$ cat config.mk
export PLATFORM = sky130hd
export DESIGN_NAME = stepper_position_controller
export DESIGN_NICKNAME = d
export VERILOG_FILES = /design/src/hdl/spc_pkg.sv /design/src/hdl/spc_mod_reduce.sv /design/src/hdl/spc_core.sv /design/src/hdl/stepper_position_controller.sv
export VERILOG_INCLUDE_DIRS = /design/src /design/src/hdl
export SDC_FILE = /design/constraint.sdc
export NUM_CORES = 1
export LEC_CHECK = 0
export BUFFER_PORTS_ARGS = -buffer_cell sky130_fd_sc_hd__buf_2
export CAP_MARGIN = 30
export CELL_PAD_IN_SITES_DETAIL_PLACEMENT = 1
export CELL_PAD_IN_SITES_GLOBAL_PLACEMENT = 2
export CORE_MARGIN = 2
export CORE_UTILIZATION = 41
export DETAILED_ROUTE_END_ITERATION = 8
export PLACE_DENSITY_LB_ADDON = 0.1
export RECOVER_POWER = 100
export SYNTH_ARGS = -nofsm -noshare
export SYNTH_HDL_FRONTEND = slang
export SYNTH_SLANG_ARGS = --single-unit
$ cat constraint.sdc
create_clock -name clk_i -period 12.55 [get_ports clk_i]
set_clock_uncertainty 0.1 [all_clocks]
set_input_delay 1.255 -clock clk_i [delete_from_list [all_inputs] [get_ports clk_i]]
set_output_delay 1.255 -clock clk_i [all_outputs]
set_load 0.01 [all_outputs]
$ cat src/hdl/stepper_position_controller_macros.svh
// Assertion macros for the stepper position controller.
// Included by the RTL files that carry concurrent assertions; no other dependencies.
`ifndef STEPPER_POSITION_CONTROLLER_MACROS_SVH
`define STEPPER_POSITION_CONTROLLER_MACROS_SVH

// Same-cycle implication, checked out of reset
`define SPC_ASSERT_IMPL(label, ante, cons, msg) \
  label: assert property (@(posedge clk_i) disable iff (!rst_ni) (ante) |-> (cons)) \
    else $error(msg);

// Next-cycle implication, checked out of reset
`define SPC_ASSERT_NEXT(label, ante, cons, msg) \
  label: assert property (@(posedge clk_i) disable iff (!rst_ni) (ante) |=> (cons)) \
    else $error(msg);

`endif

$ cat src/hdl/spc_pkg.sv
// Shared types and codes for the stepper position controller.
// No dependencies; imported by every RTL module of the block.
package spc_pkg;

  // Request function codes
  typedef enum logic [1:0] {
    FUNC_TICK = 2'd0,
    FUNC_GOTO = 2'd1,
    FUNC_REL  = 2'd2,
    FUNC_CAL  = 2'd3
  } func_e;

  // Mode codes (state of the controller)
  localparam logic [1:0] MODE_CAL  = 2'd0;
  localparam logic [1:0] MODE_IDLE = 2'd1;
  localparam logic [1:0] MODE_MOVE = 2'd2;

  // Step direction codes
  localparam logic [1:0] DIR_NONE  = 2'd0;
  localparam logic [1:0] DIR_RIGHT = 2'd1;
  localparam logic [1:0] DIR_LEFT  = 2'd2;

  // Request handed from the modulo pipeline to the controller core
  typedef struct packed {
    func_e       func;
    logic [15:0] amount;
    logic [15:0] amount_mod;  // amount modulo one turn, zero extended
  } spc_cmd_t;

endpackage

$ cat src/hdl/spc_mod_reduce.sv
// Two-stage pipeline that reduces the request amount modulo one turn.
// Uses spc_pkg; feeds spc_core through a valid/ready handshake.
module spc_mod_reduce
  import spc_pkg::*;
#(
  parameter int unsigned STEPS_PER_TURN = 64
) (
  input  logic        clk_i,
  input  logic        rst_ni,
  input  logic        in_valid_i,
  output logic        in_ready_o,
  input  logic [1:0]  func_i,
  input  logic [15:0] amount_i,
  output logic        cmd_valid_o,
  input  logic        cmd_ready_i,
  output spc_cmd_t    cmd_o
);

  // Reciprocal for an exact floor(amount / turn) over all 16-bit amounts
  localparam int unsigned ModW = $clog2(STEPS_PER_TURN);
  localparam int unsigned Shift = 16 + ModW;
  localparam longint unsigned RecipFull =
      ((64'd1 << Shift) + STEPS_PER_TURN - 1) / STEPS_PER_TURN;
  localparam logic [17:0] Recip = 18'(RecipFull);
  localparam logic [15:0] Turn = 16'(STEPS_PER_TURN);

  logic        a_valid_q;
  func_e       a_func_q;
  logic [15:0] a_amount_q;
  logic [33:0] a_prod_q;
  logic        a_ready;

  logic        b_valid_q;
  spc_cmd_t    b_cmd_q;
  logic        b_ready;

  logic [15:0] quot;
  logic [15:0] back;
  logic [15:0] rem;

  // Each stage takes a request when empty or when its successor takes one
  assign b_ready    = !b_valid_q || cmd_ready_i;
  assign a_ready    = !a_valid_q || b_ready;
  assign in_ready_o = a_ready;

  // Stage A: capture the request and multiply by the reciprocal
  always_ff @(posedge clk_i or negedge rst_ni) begin
    if (!rst_ni) begin
      a_valid_q <= 1'b0;
    end else if (a_ready) begin
      a_valid_q <= in_valid_i;
    end
  end

  always_ff @(posedge clk_i) begin
    if (a_ready && in_valid_i) begin
      a_func_q   <= func_e'(func_i);
      a_amount_q <= amount_i;
      a_prod_q   <= 34'(amount_i) * 34'(Recip);
    end
  end

  // Stage B: multiply the quotient back and subtract for the remainder
  assign quot = 16'(a_prod_q >> Shift);
  assign back = 16'(32'(quot) * 32'(Turn));
  assign rem  = a_amount_q - back;

  always_ff @(posedge clk_i or negedge rst_ni) begin
    if (!rst_ni) begin
      b_valid_q <= 1'b0;
    end else if (b_ready) begin
      b_valid_q <= a_valid_q;
    end
  end

  always_ff @(posedge clk_i) begin
    if (b_ready && a_valid_q) begin
      b_cmd_q.func       <= a_func_q;
      b_cmd_q.amount     <= a_amount_q;
      b_cmd_q.amount_mod <= rem;
    end
  end

  assign cmd_valid_o = b_valid_q;
  assign cmd_o       = b_cmd_q;

endmodule

$ cat src/hdl/spc_core.sv
// Controller core: mode, position, target and relative flag, plus the result register.
// Uses spc_pkg and the assertion macros header.
`include "stepper_position_controller_macros.svh"

module spc_core
  import spc_pkg::*;
#(
  parameter int unsigned STEPS_PER_TURN = 64
) (
  input  logic        clk_i,
  input  logic        rst_ni,
  input  logic        cmd_valid_i,
  output logic        cmd_ready_o,
  input  spc_cmd_t    cmd_i,
  output logic        out_valid_o,
  input  logic        out_ready_i,
  output logic [1:0]  step_dir_o,
  output logic [1:0]  mode_o,
  output logic [15:0] position_o
);

  localparam int unsigned ModW = $clog2(STEPS_PER_TURN);
  localparam logic [ModW-1:0] TurnMax = ModW'(STEPS_PER_TURN - 1);
  localparam logic [15:0] Turn = 16'(STEPS_PER_TURN);

  logic [1:0]      mode_q, mode_d;
  logic [15:0]     pos_q, pos_d;
  logic [ModW-1:0] pos_mod_q, pos_mod_d;  // position modulo one turn
  logic [15:0]     target_q, target_d;
  logic            rel_q, rel_d;
  logic [1:0]      dir_q, dir_d;
  logic            out_valid_q;

  logic            fire;
  logic            at_home;
  logic [15:0]     pos_h;
  logic            tgt_gt;
  logic [15:0]     dist_abs;
  logic [16:0]     dist2;
  logic            go_left;

  // Take a request when the result register is empty or being drained
  assign cmd_ready_o = !out_valid_q || out_ready_i;
  assign fire        = cmd_valid_i && cmd_ready_o;

  // Home detection and shortest-way decision
  assign at_home  = (pos_mod_q == '0);
  assign pos_h    = (!rel_q && at_home) ? 16'd0 : pos_q;
  assign tgt_gt   = (target_q > pos_h);
  assign dist_abs = tgt_gt ? (target_q - pos_h) : (pos_h - target_q);
  assign dist2    = {dist_abs, 1'b0};
  assign go_left  = tgt_gt ? (dist2 > 17'(Turn)) : (dist2 < 17'(Turn));

  // Next state for one request
  always_comb begin
    mode_d    = mode_q;
    pos_d     = pos_q;
    pos_mod_d = pos_mod_q;
    target_d  = target_q;
    rel_d     = rel_q;
    dir_d     = DIR_NONE;
    unique case (cmd_i.func)
      FUNC_TICK: begin
        unique case (mode_q)
          MODE_CAL: begin
            if (at_home) begin
              pos_d     = 16'd0;
              pos_mod_d = '0;
              target_d  = 16'd0;
              mode_d    = MODE_IDLE;
            end else begin
              pos_d     = pos_q + 16'd1;
              pos_mod_d = (pos_q == 16'hFFFF || pos_mod_q == TurnMax) ? '0
                                                                      : pos_mod_q + ModW'(1);
              dir_d     = DIR_RIGHT;
            end
          end
          MODE_MOVE: begin
            if (pos_h == target_q) begin
              pos_d  = pos_h;
              mode_d = MODE_IDLE;
            end else if (!rel_q && go_left) begin
              // Position is within one turn here, so it equals its residue
              if (pos_h == 16'd0) begin
                pos_d     = Turn - 16'd1;
                pos_mod_d = TurnMax;
              end else begin
                pos_d     = pos_h - 16'd1;
                pos_mod_d = pos_mod_q - ModW'(1);
              end
              dir_d = DIR_LEFT;
            end else begin
              pos_d     = pos_h + 16'd1;
              pos_mod_d = (pos_h == 16'hFFFF || pos_mod_q == TurnMax) ? '0
                                                                      : pos_mod_q + ModW'(1);
              dir_d     = DIR_RIGHT;
            end
          end
          default: begin
            // Idle: hold everything
          end
        endcase
      end
      FUNC_GOTO: begin
        mode_d   = MODE_MOVE;
        pos_d    = 16'(pos_mod_q);
        target_d = cmd_i.amount_mod;
        rel_d    = 1'b0;
      end
      FUNC_REL: begin
        mode_d   = MODE_MOVE;
        target_d = pos_q + cmd_i.amount;
        rel_d    = 1'b1;
      end
      FUNC_CAL: begin
        mode_d = MODE_CAL;
        rel_d  = 1'b0;
      end
      default: begin
        mode_d = mode_q;
      end
    endcase
  end

  // Update state and result together; the state itself is the result
  always_ff @(posedge clk_i or negedge rst_ni) begin
    if (!rst_ni) begin
      mode_q      <= MODE_CAL;
      pos_q       <= 16'd0;
      pos_mod_q   <= '0;
      target_q    <= 16'd0;
      rel_q       <= 1'b0;
      dir_q       <= DIR_NONE;
      out_valid_q <= 1'b0;
    end else begin
      if (fire) begin
        mode_q    <= mode_d;
        pos_q     <= pos_d;
        pos_mod_q <= pos_mod_d;
        target_q  <= target_d;
        rel_q     <= rel_d;
        dir_q     <= dir_d;
      end
      if (cmd_ready_o) begin
        out_valid_q <= cmd_valid_i;
      end
    end
  end

  assign out_valid_o = out_valid_q;
  assign step_dir_o  = dir_q;
  assign mode_o      = mode_q;
  assign position_o  = pos_q;

  // Checks
  `SPC_ASSERT_IMPL(a_goto_within_turn, (mode_q == MODE_MOVE) && !rel_q, pos_q <= Turn, "go-to position left the turn")
  `SPC_ASSERT_IMPL(a_residue_tracks, pos_q < Turn, 16'(pos_mod_q) == pos_q, "position residue out of step")
  `SPC_ASSERT_NEXT(a_cmd_no_step, fire && (cmd_i.func != FUNC_TICK), dir_q == DIR_NONE, "command issued a step")
  `SPC_ASSERT_NEXT(a_hold_no_fire, !fire, $stable(pos_q) && $stable(mode_q) && $stable(dir_q), "state moved without a request")

endmodule

$ cat src/hdl/stepper_position_controller.sv
// Pipeline: a request passes the two modulo stages, then the core register, before its result
// is offered.
// Throughput: one request per cycle, back to back, while the output is not stalled; a stalled
// output stalls all stages of the two-stage reciprocal modulo pipeline and the core.
// Reset (asynchronous, active low): mode calibrating, position, target and flag zero,
// pipeline empty.
module stepper_position_controller
  import spc_pkg::*;
#(
  parameter int unsigned STEPS_PER_TURN = 64
) (
  input  logic        clk_i,
  input  logic        rst_ni,
  input  logic        in_valid_i,
  output logic        in_ready_o,
  input  logic [1:0]  func_i,
  input  logic [15:0] amount_i,
  output logic        out_valid_o,
  input  logic        out_ready_i,
  output logic [1:0]  step_dir_o,
  output logic [1:0]  mode_o,
  output logic [15:0] position_o
);

  logic     cmd_valid;
  logic     cmd_ready;
  spc_cmd_t cmd;

  // Reduce go-to targets modulo one turn
  spc_mod_reduce #(
    .STEPS_PER_TURN(STEPS_PER_TURN)
  ) u_mod_reduce (
    .clk_i      (clk_i),
    .rst_ni     (rst_ni),
    .in_valid_i (in_valid_i),
    .in_ready_o (in_ready_o),
    .func_i     (func_i),
    .amount_i   (amount_i),
    .cmd_valid_o(cmd_valid),
    .cmd_ready_i(cmd_ready),
    .cmd_o      (cmd)
  );

  // Apply each request to the controller state
  spc_core #(
    .STEPS_PER_TURN(STEPS_PER_TURN)
  ) u_core (
    .clk_i      (clk_i),
    .rst_ni     (rst_ni),
    .cmd_valid_i(cmd_valid),
    .cmd_ready_o(cmd_ready),
    .cmd_i      (cmd),
    .out_valid_o(out_valid_o),
    .out_ready_i(out_ready_i),
    .step_dir_o (step_dir_o),
    .mode_o     (mode_o),
    .position_o (position_o)
  );

endmodule

## After elaboration in Yosys (flattened, before gate mapping)

Cells that the tools add are included.

- Memory bits (writable): 0
- Memories: 0
- Latch bits: 0
- Output and inout bits: 22
- Register bits after elaboration: 98
- ROM bits: 0

- Shifts and indexed selects: 0
- Eq/ne operators: 14
- Divide/modulo/power cells: 0
- Bitwise logic cells: 0
- Add/sub/neg operators: 9
- Mux-type cells: 29
- Order comparisons: 3
- Reduce and logical (&&, ||, !) cells: 29
- Multipliers: 0

Operators by type and width:

| kind | number |
|---|---|
| $mux 16 | 8 |
| $pmux 16 s2 | 2 |
| $pmux 16 s3 | 1 |
| $sub 16x16->16 | 3 |
| $mux 6 | 6 |
| $add 16x1->16 const B | 2 |
| $eq 16x16->1 const B | 2 |
| $gt 17x7->1 const B | 1 |
| $lt 17x7->1 const B | 1 |
| $add 16x16->16 | 1 |
| $eq 16x16->1 | 1 |
| $gt 16x16->1 | 1 |
| $logic_not 16->1 | 1 |
| $sub 16x1->16 const B | 1 |
| $pmux 6 s2 | 1 |
| $reduce_and 4->1 | 3 |
| $mux 2 | 5 |
| $pmux 2 s2 | 2 |
| $add 6x1->6 const B | 1 |
| $eq 2x2->1 const B | 3 |
| $eq 6x6->1 const B | 1 |
| $logic_not 6->1 | 1 |
| $ne 3x2->1 const B | 2 |
| $pmux 2 s3 | 1 |
| other kinds (16) | 33 |

## Logic depth before layout (Yosys ltp)

- Word-level depth: 12
- Gate-level depth with buffers: 25
- Mapped depth without buffers: 19

## Modules after synthesis

Synthesis repeated with hierarchy kept, for this count alone.

- Cell total of the unflattened synthesis: 884
- Area, all modules: 7,399.6 um^2

Modules (own cells, without submodules):

| module | cells each | area each (um^2) | times used |
|---|---|---|---|
| spc_core | 823 | 6,090.8 | 1 |
| spc_mod_reduce | 61 | 1,308.8 | 1 |

## Worst setup path before layout

OpenSTA, ideal clock, no wires.

- Path type: register to register
- Start: reg u_core.pos_mod_q[0]
- End: reg u_core.pos_q[7], in the netlist u_core.position_o[7]
- Path buffers: 3
- Path slack: 7.426 ns
- Stages on the path, launching flop included: 22
- Arrival: 4.942 ns
- Library setup time: 0.082 ns
- Cell sequence: dfrtp_1 -> inv_1 -> ha_1 -> nor3b_2 -> nand2_2 -> clkbuf_1 -> clkbuf_1 -> nand2_1 -> ha_1 -> and2_1 -> a221o_2 -> a31oi_4 -> or4b_1 -> nand2_1 -> o221ai_1 -> nor4b_2 -> or3_1 -> and3_1 -> buf_6 -> nand2_1 -> or4_1 -> a31oi_1

- Word-level cells in the longest chain between the ends: 12

Ends and longest elaborated chain:

| item | line | RTL |
|---|---|---|
| from (decl) | spc_core.sv:28 | `logic [ModW-1:0] pos_mod_q, pos_mod_d;` |
| from (signal assigned) | spc_core.sv:139 | `pos_mod_q <= pos_mod_d;` |
| $logic_not 6->1 (*) | spc_core.sv:47 | `assign at_home = (pos_mod_q == '0);` |
| $logic_and 1x1->1 | spc_core.sv:48 | `assign pos_h = (!rel_q && at_home) ? 16'd0 : pos_q;` |
| $mux 16 | spc_core.sv:48 |  |
| $sub 16x16->16 / $gt 16x16->1 (equally long branches) | spc_core.sv:50, spc_core.sv:49 |  |
| $mux 16 | spc_core.sv:50 | `assign dist_abs = tgt_gt ? (target_q - pos_h) : (pos_h - target_q);` |
| $lt 17x7->1 / $gt 17x7->1 (equally long branches) | spc_core.sv:52 | `assign go_left = tgt_gt ? (dist2 > 17'(Turn)) : (dist2 < 17'(Turn));` |
| $mux 1 | spc_core.sv:52 |  |
| $logic_and 1x1->1 | spc_core.sv:82 | `end else if (!rel_q && go_left) begin` |
| $mux 16 | spc_core.sv:82 |  |
| $mux 16 | spc_core.sv:79 | `if (pos_h == target_q) begin` |
| $pmux 16 s2 (*) | spc_core.sv:64 | `unique case (mode_q)` |
| $pmux 16 s2 (*) | spc_core.sv:62 | `unique case (cmd_i.func)` |
| to (signal assigned) | spc_core.sv:138 | `pos_q <= pos_d;` |
| to (decl) | spc_core.sv:27 | `logic [15:0] pos_q, pos_d;` |

Every way passes the cells marked *; elsewhere a longest branch is shown, timed or not.
A chain may end at the register's enable or synchronous reset.

## Worst setup path in the final report

- Start: reg u_core.pos_mod_q[3]
- End: reg u_core.pos_q[7], in the netlist u_core.position_o[7]

Same word-level chain as after synthesis.

==> results.cfg <==
[synth]
synth_fa_ha_area_share_pct = 9.109
synthXorXnorAreaFrac_pct = 4.759
seq_area_frac_synth_pct = 30.32
yosys-mux-area-fraction_pct = 2.566
synth_top_area_share_pct = 15.64
synth_largest_area_cell = dfrtp_1
synth_common_cells = nand2_1 (90), a21oi_1 (72), nor2_1 (69)
ys_ff_latch = 82
synth_edf_count = 36
synth_top_family_by_area = compound AO/OA/AOI/OAI gates
synthTopCellsByArea = dfrtp_1 (16%), edfxtp_1 (15%), ha_1 (8.8%)
yosysWarnings = 0
ys_types = 78
syn-num-nets = 965
async_reset_ff_share_pct = 56.10
syn_inst = 890
avgSynthCellArea_um2 = 8.272
synth-simple-area-share_pct = 22.33
synth.most_common_cell = nand2_1
ys.flop_type = dfrtp_1
syn_area_mm2 = 0.007362
synth_compound_area_share_pct = 25.53

[worst_setup_path]
worst_setup_path_end_kind = flop
critPathRequiredTime_ns = 12.73
cp_slowest_stage_delay_ns = 1.42
worstPathArrival_ns = 9.04
path_max_fanout = 37
path_delay_family = simple AND/OR/NAND/NOR gates
crit_chain = nor3_1 > nand2_1 > nand2_1 > inv_1 > ha_1 > and4_1 > and4bb_2 > o21ai_0 > a31oi_4 > mux2i_1 > xor2_1 > a41oi_1 > o21bai_1 > and3_1 > clkbuf_1 > nand2_1 > or4_1 > a31oi_1
critPathSlowestCell = clkbuf_1
startpoint_type = flop
critPathKind = flop to flop
cpMostUsedCell = nand2_1
critPathBufInv = 2

[power]
vdd_drop_max_mv = 0.1289
power_mw = 1.980
powerDensity_mw_per_mm2 = 250.1
p_leak_nw = 3.308

[clocking]
clock_latency_ns = 0.36
post_cts_buffers = 0
cts-root-buf = clkbuf_16
cts_buffers = 9
clkTransAtPathRegs_ns = 0.08
cts_hold_buf = 0
cts_sinks = 82
cts_buffer_depth = 2
cts_tree = yes
cts_max_level = 3
postCtsResizedCells = 0

[finish]
finalCoreUtilization_pct = 44.53
diodes = 0
layout.cells.non_filler = 1132
num-fill-cells = 2160
nets = 973
layout-drive-gt1-share_pct = 6.423
area_delta_synth_final_pct = 7.546

[timing]
hold_slack_ns = 0.3211
period_needed_ns = 8.858
finalCritPeriodShare_pct = 70.58
setup_viol = 0
fmax_ghz = 0.1129
tightestPinTransition_ns = 2.744
maxSlewHeadroom_pct = -82.94
fin_tns_setup_ns = 0
rsz0062_at_grt = no
drv_slew = 85
hold_viol_final = 0

[floorplanning]
die_area_mm2 = 0.01904
initial_core_util_pct = 41.41
die-height_um = 138
ioPinCount = 44
core_area_mm2 = 0.01778
fp.dieW_um = 138
num_rows = 49

[routing]
wirelength_mm = 27.13
viasPerCell = 6.443
wl_per_cell_um = 23.97
route.detailed.drc = 0
dr_total_vias = 7293
drtIter0Drc = 587
firstDrtPassIters = 7
drtAntennaViolNets = 0

[job]
drv_cap = 2

[placed_design]
port_buffers = 43
hpwl_mm = 20.47
place_congestion = 0.9250
dp_cells = 1116

[global_route]
grt_pass1_wl_mm = 42.81
antenna_found_initial = 0
grt_pass1_vias = 7242
gr-usage-all-layers_pct = 28.33
gr-total-overflow = 0
grt_max_degree = 47

[run_status]
violations = capacitance limit, slew limit
status = complete, but fails checks

[hold_path]
min_path_type = flop to flop
## flip-flops by register name, summed over array words and instances (netlist names)
name and cells:
u_mod_reduce.cmd_o 18, u_core.position_o 16, u_core.target_q 16, u_mod_reduce.a_amount_q 16, u_core.pos_mod_q 6, u_core.mode_o 2
u_core.step_dir_o 2, u_mod_reduce.a_func_q 2, u_core.out_valid_o 1, u_core.rel_q 1, u_mod_reduce.a_valid_q 1, u_mod_reduce.cmd_valid_o 1
## worst paths after layout
kind | startpoint | end | slack, ns | depth (start not counted)
setup / recovery | u_core.pos_mod_q[3] | u_core.position_o[7] | 3.69 | 18
hold / removal | u_mod_reduce.a_amount_q[13] | u_mod_reduce.cmd_o[29] | 0.32 | 0
setup reg to reg | u_core.pos_mod_q[3] | u_core.position_o[7] | 3.69 | 18
hold reg to reg | u_mod_reduce.a_amount_q[13] | u_mod_reduce.cmd_o[29] | 0.32 | 0
max in group asynchronous | rst_ni | u_core.target_q[8] | 9.01 | 2
min in group asynchronous | rst_ni | u_core.pos_mod_q[3] | 1.75 | 2
## placed cells by master, fill, tap and decap left out, types with 14 or more instances in the layout
master and n:
o21ai_0 65, inv_1 44, clkbuf_1 25, nor2_1 69
buf_2 20, a21oi_1 72, a31oi_1 15, xnor2_1 29
nor3_1 15, ha_1 52, edfxtp_1 36, nand2_1 91
and3_1 18, or3_1 14, nand3_1 30, dfrtp_1 46
## worst reg2reg max path, delay by kind of cell, from the launching register on
family / cells / cell delay (ns)
simple gates: 8 / 4.38
buf+inv: 2 / 1.56
compound gates: 5 / 1.08
fa+ha+maj: 1 / 0.71
flops: 1 / 0.52
mux: 1 / 0.26
xor+xnor: 1 / 0.18
## metrics by stage
step | setup slack [ns] | area [µm²]
2_1_floorplan | 7.426 | 7362
3_3_place_gp | 6.295 | 7677
3_5_place_dp | 5.982 | 7685
4_1_cts | 5.935 | 7986
5_1_grt | 2.926 | 7918
6_report | 3.692 | 7918
## metal layers
layer  track usage (%)  vias to the layer above  share of wire (%)  wire length (µm)
met4             10.10                        0                2.7               733
met2             45.75                      277                 46             12520
met5                 0                        -                  0                 0
met3             3.810                       50                5.2              1402
li1                  -                     3327                  -                 -
met1             39.09                     3639                 46             12470
## kinds of logic (layout without fill, tap and decap cells)
group / after synthesis / in the layout
AOI/OAI and AO/OA: 281 / 281
xor gates and xnor gates: 40 / 40
adders and majority gates: 53 / 53
buffers and inverters: 97 / 110
DFF: 82 / 82
muxes: 18 / 18
and+or+nand+nor: 319 / 319
## power by group
group          switching, mW  total, mW  internal [mW]
Combinational          0.759       1.25          0.487
Sequential             0.126      0.456          0.330
Clock                  0.123      0.279          0.156
## layout make-up
cell class	instances	area, µm²	share of cell area [%]
clock buffer	9	225.2	2.845
tap	229	286.5	3.619
timing repair buffer	50	227.7	2.876
sequential	82	2232	28.19
inverter	44	165.2	2.086
multi-input combinational	711	4705	59.42
clock inverter	7	76.32	0.9640
Power figures use the tool's default switching activity.
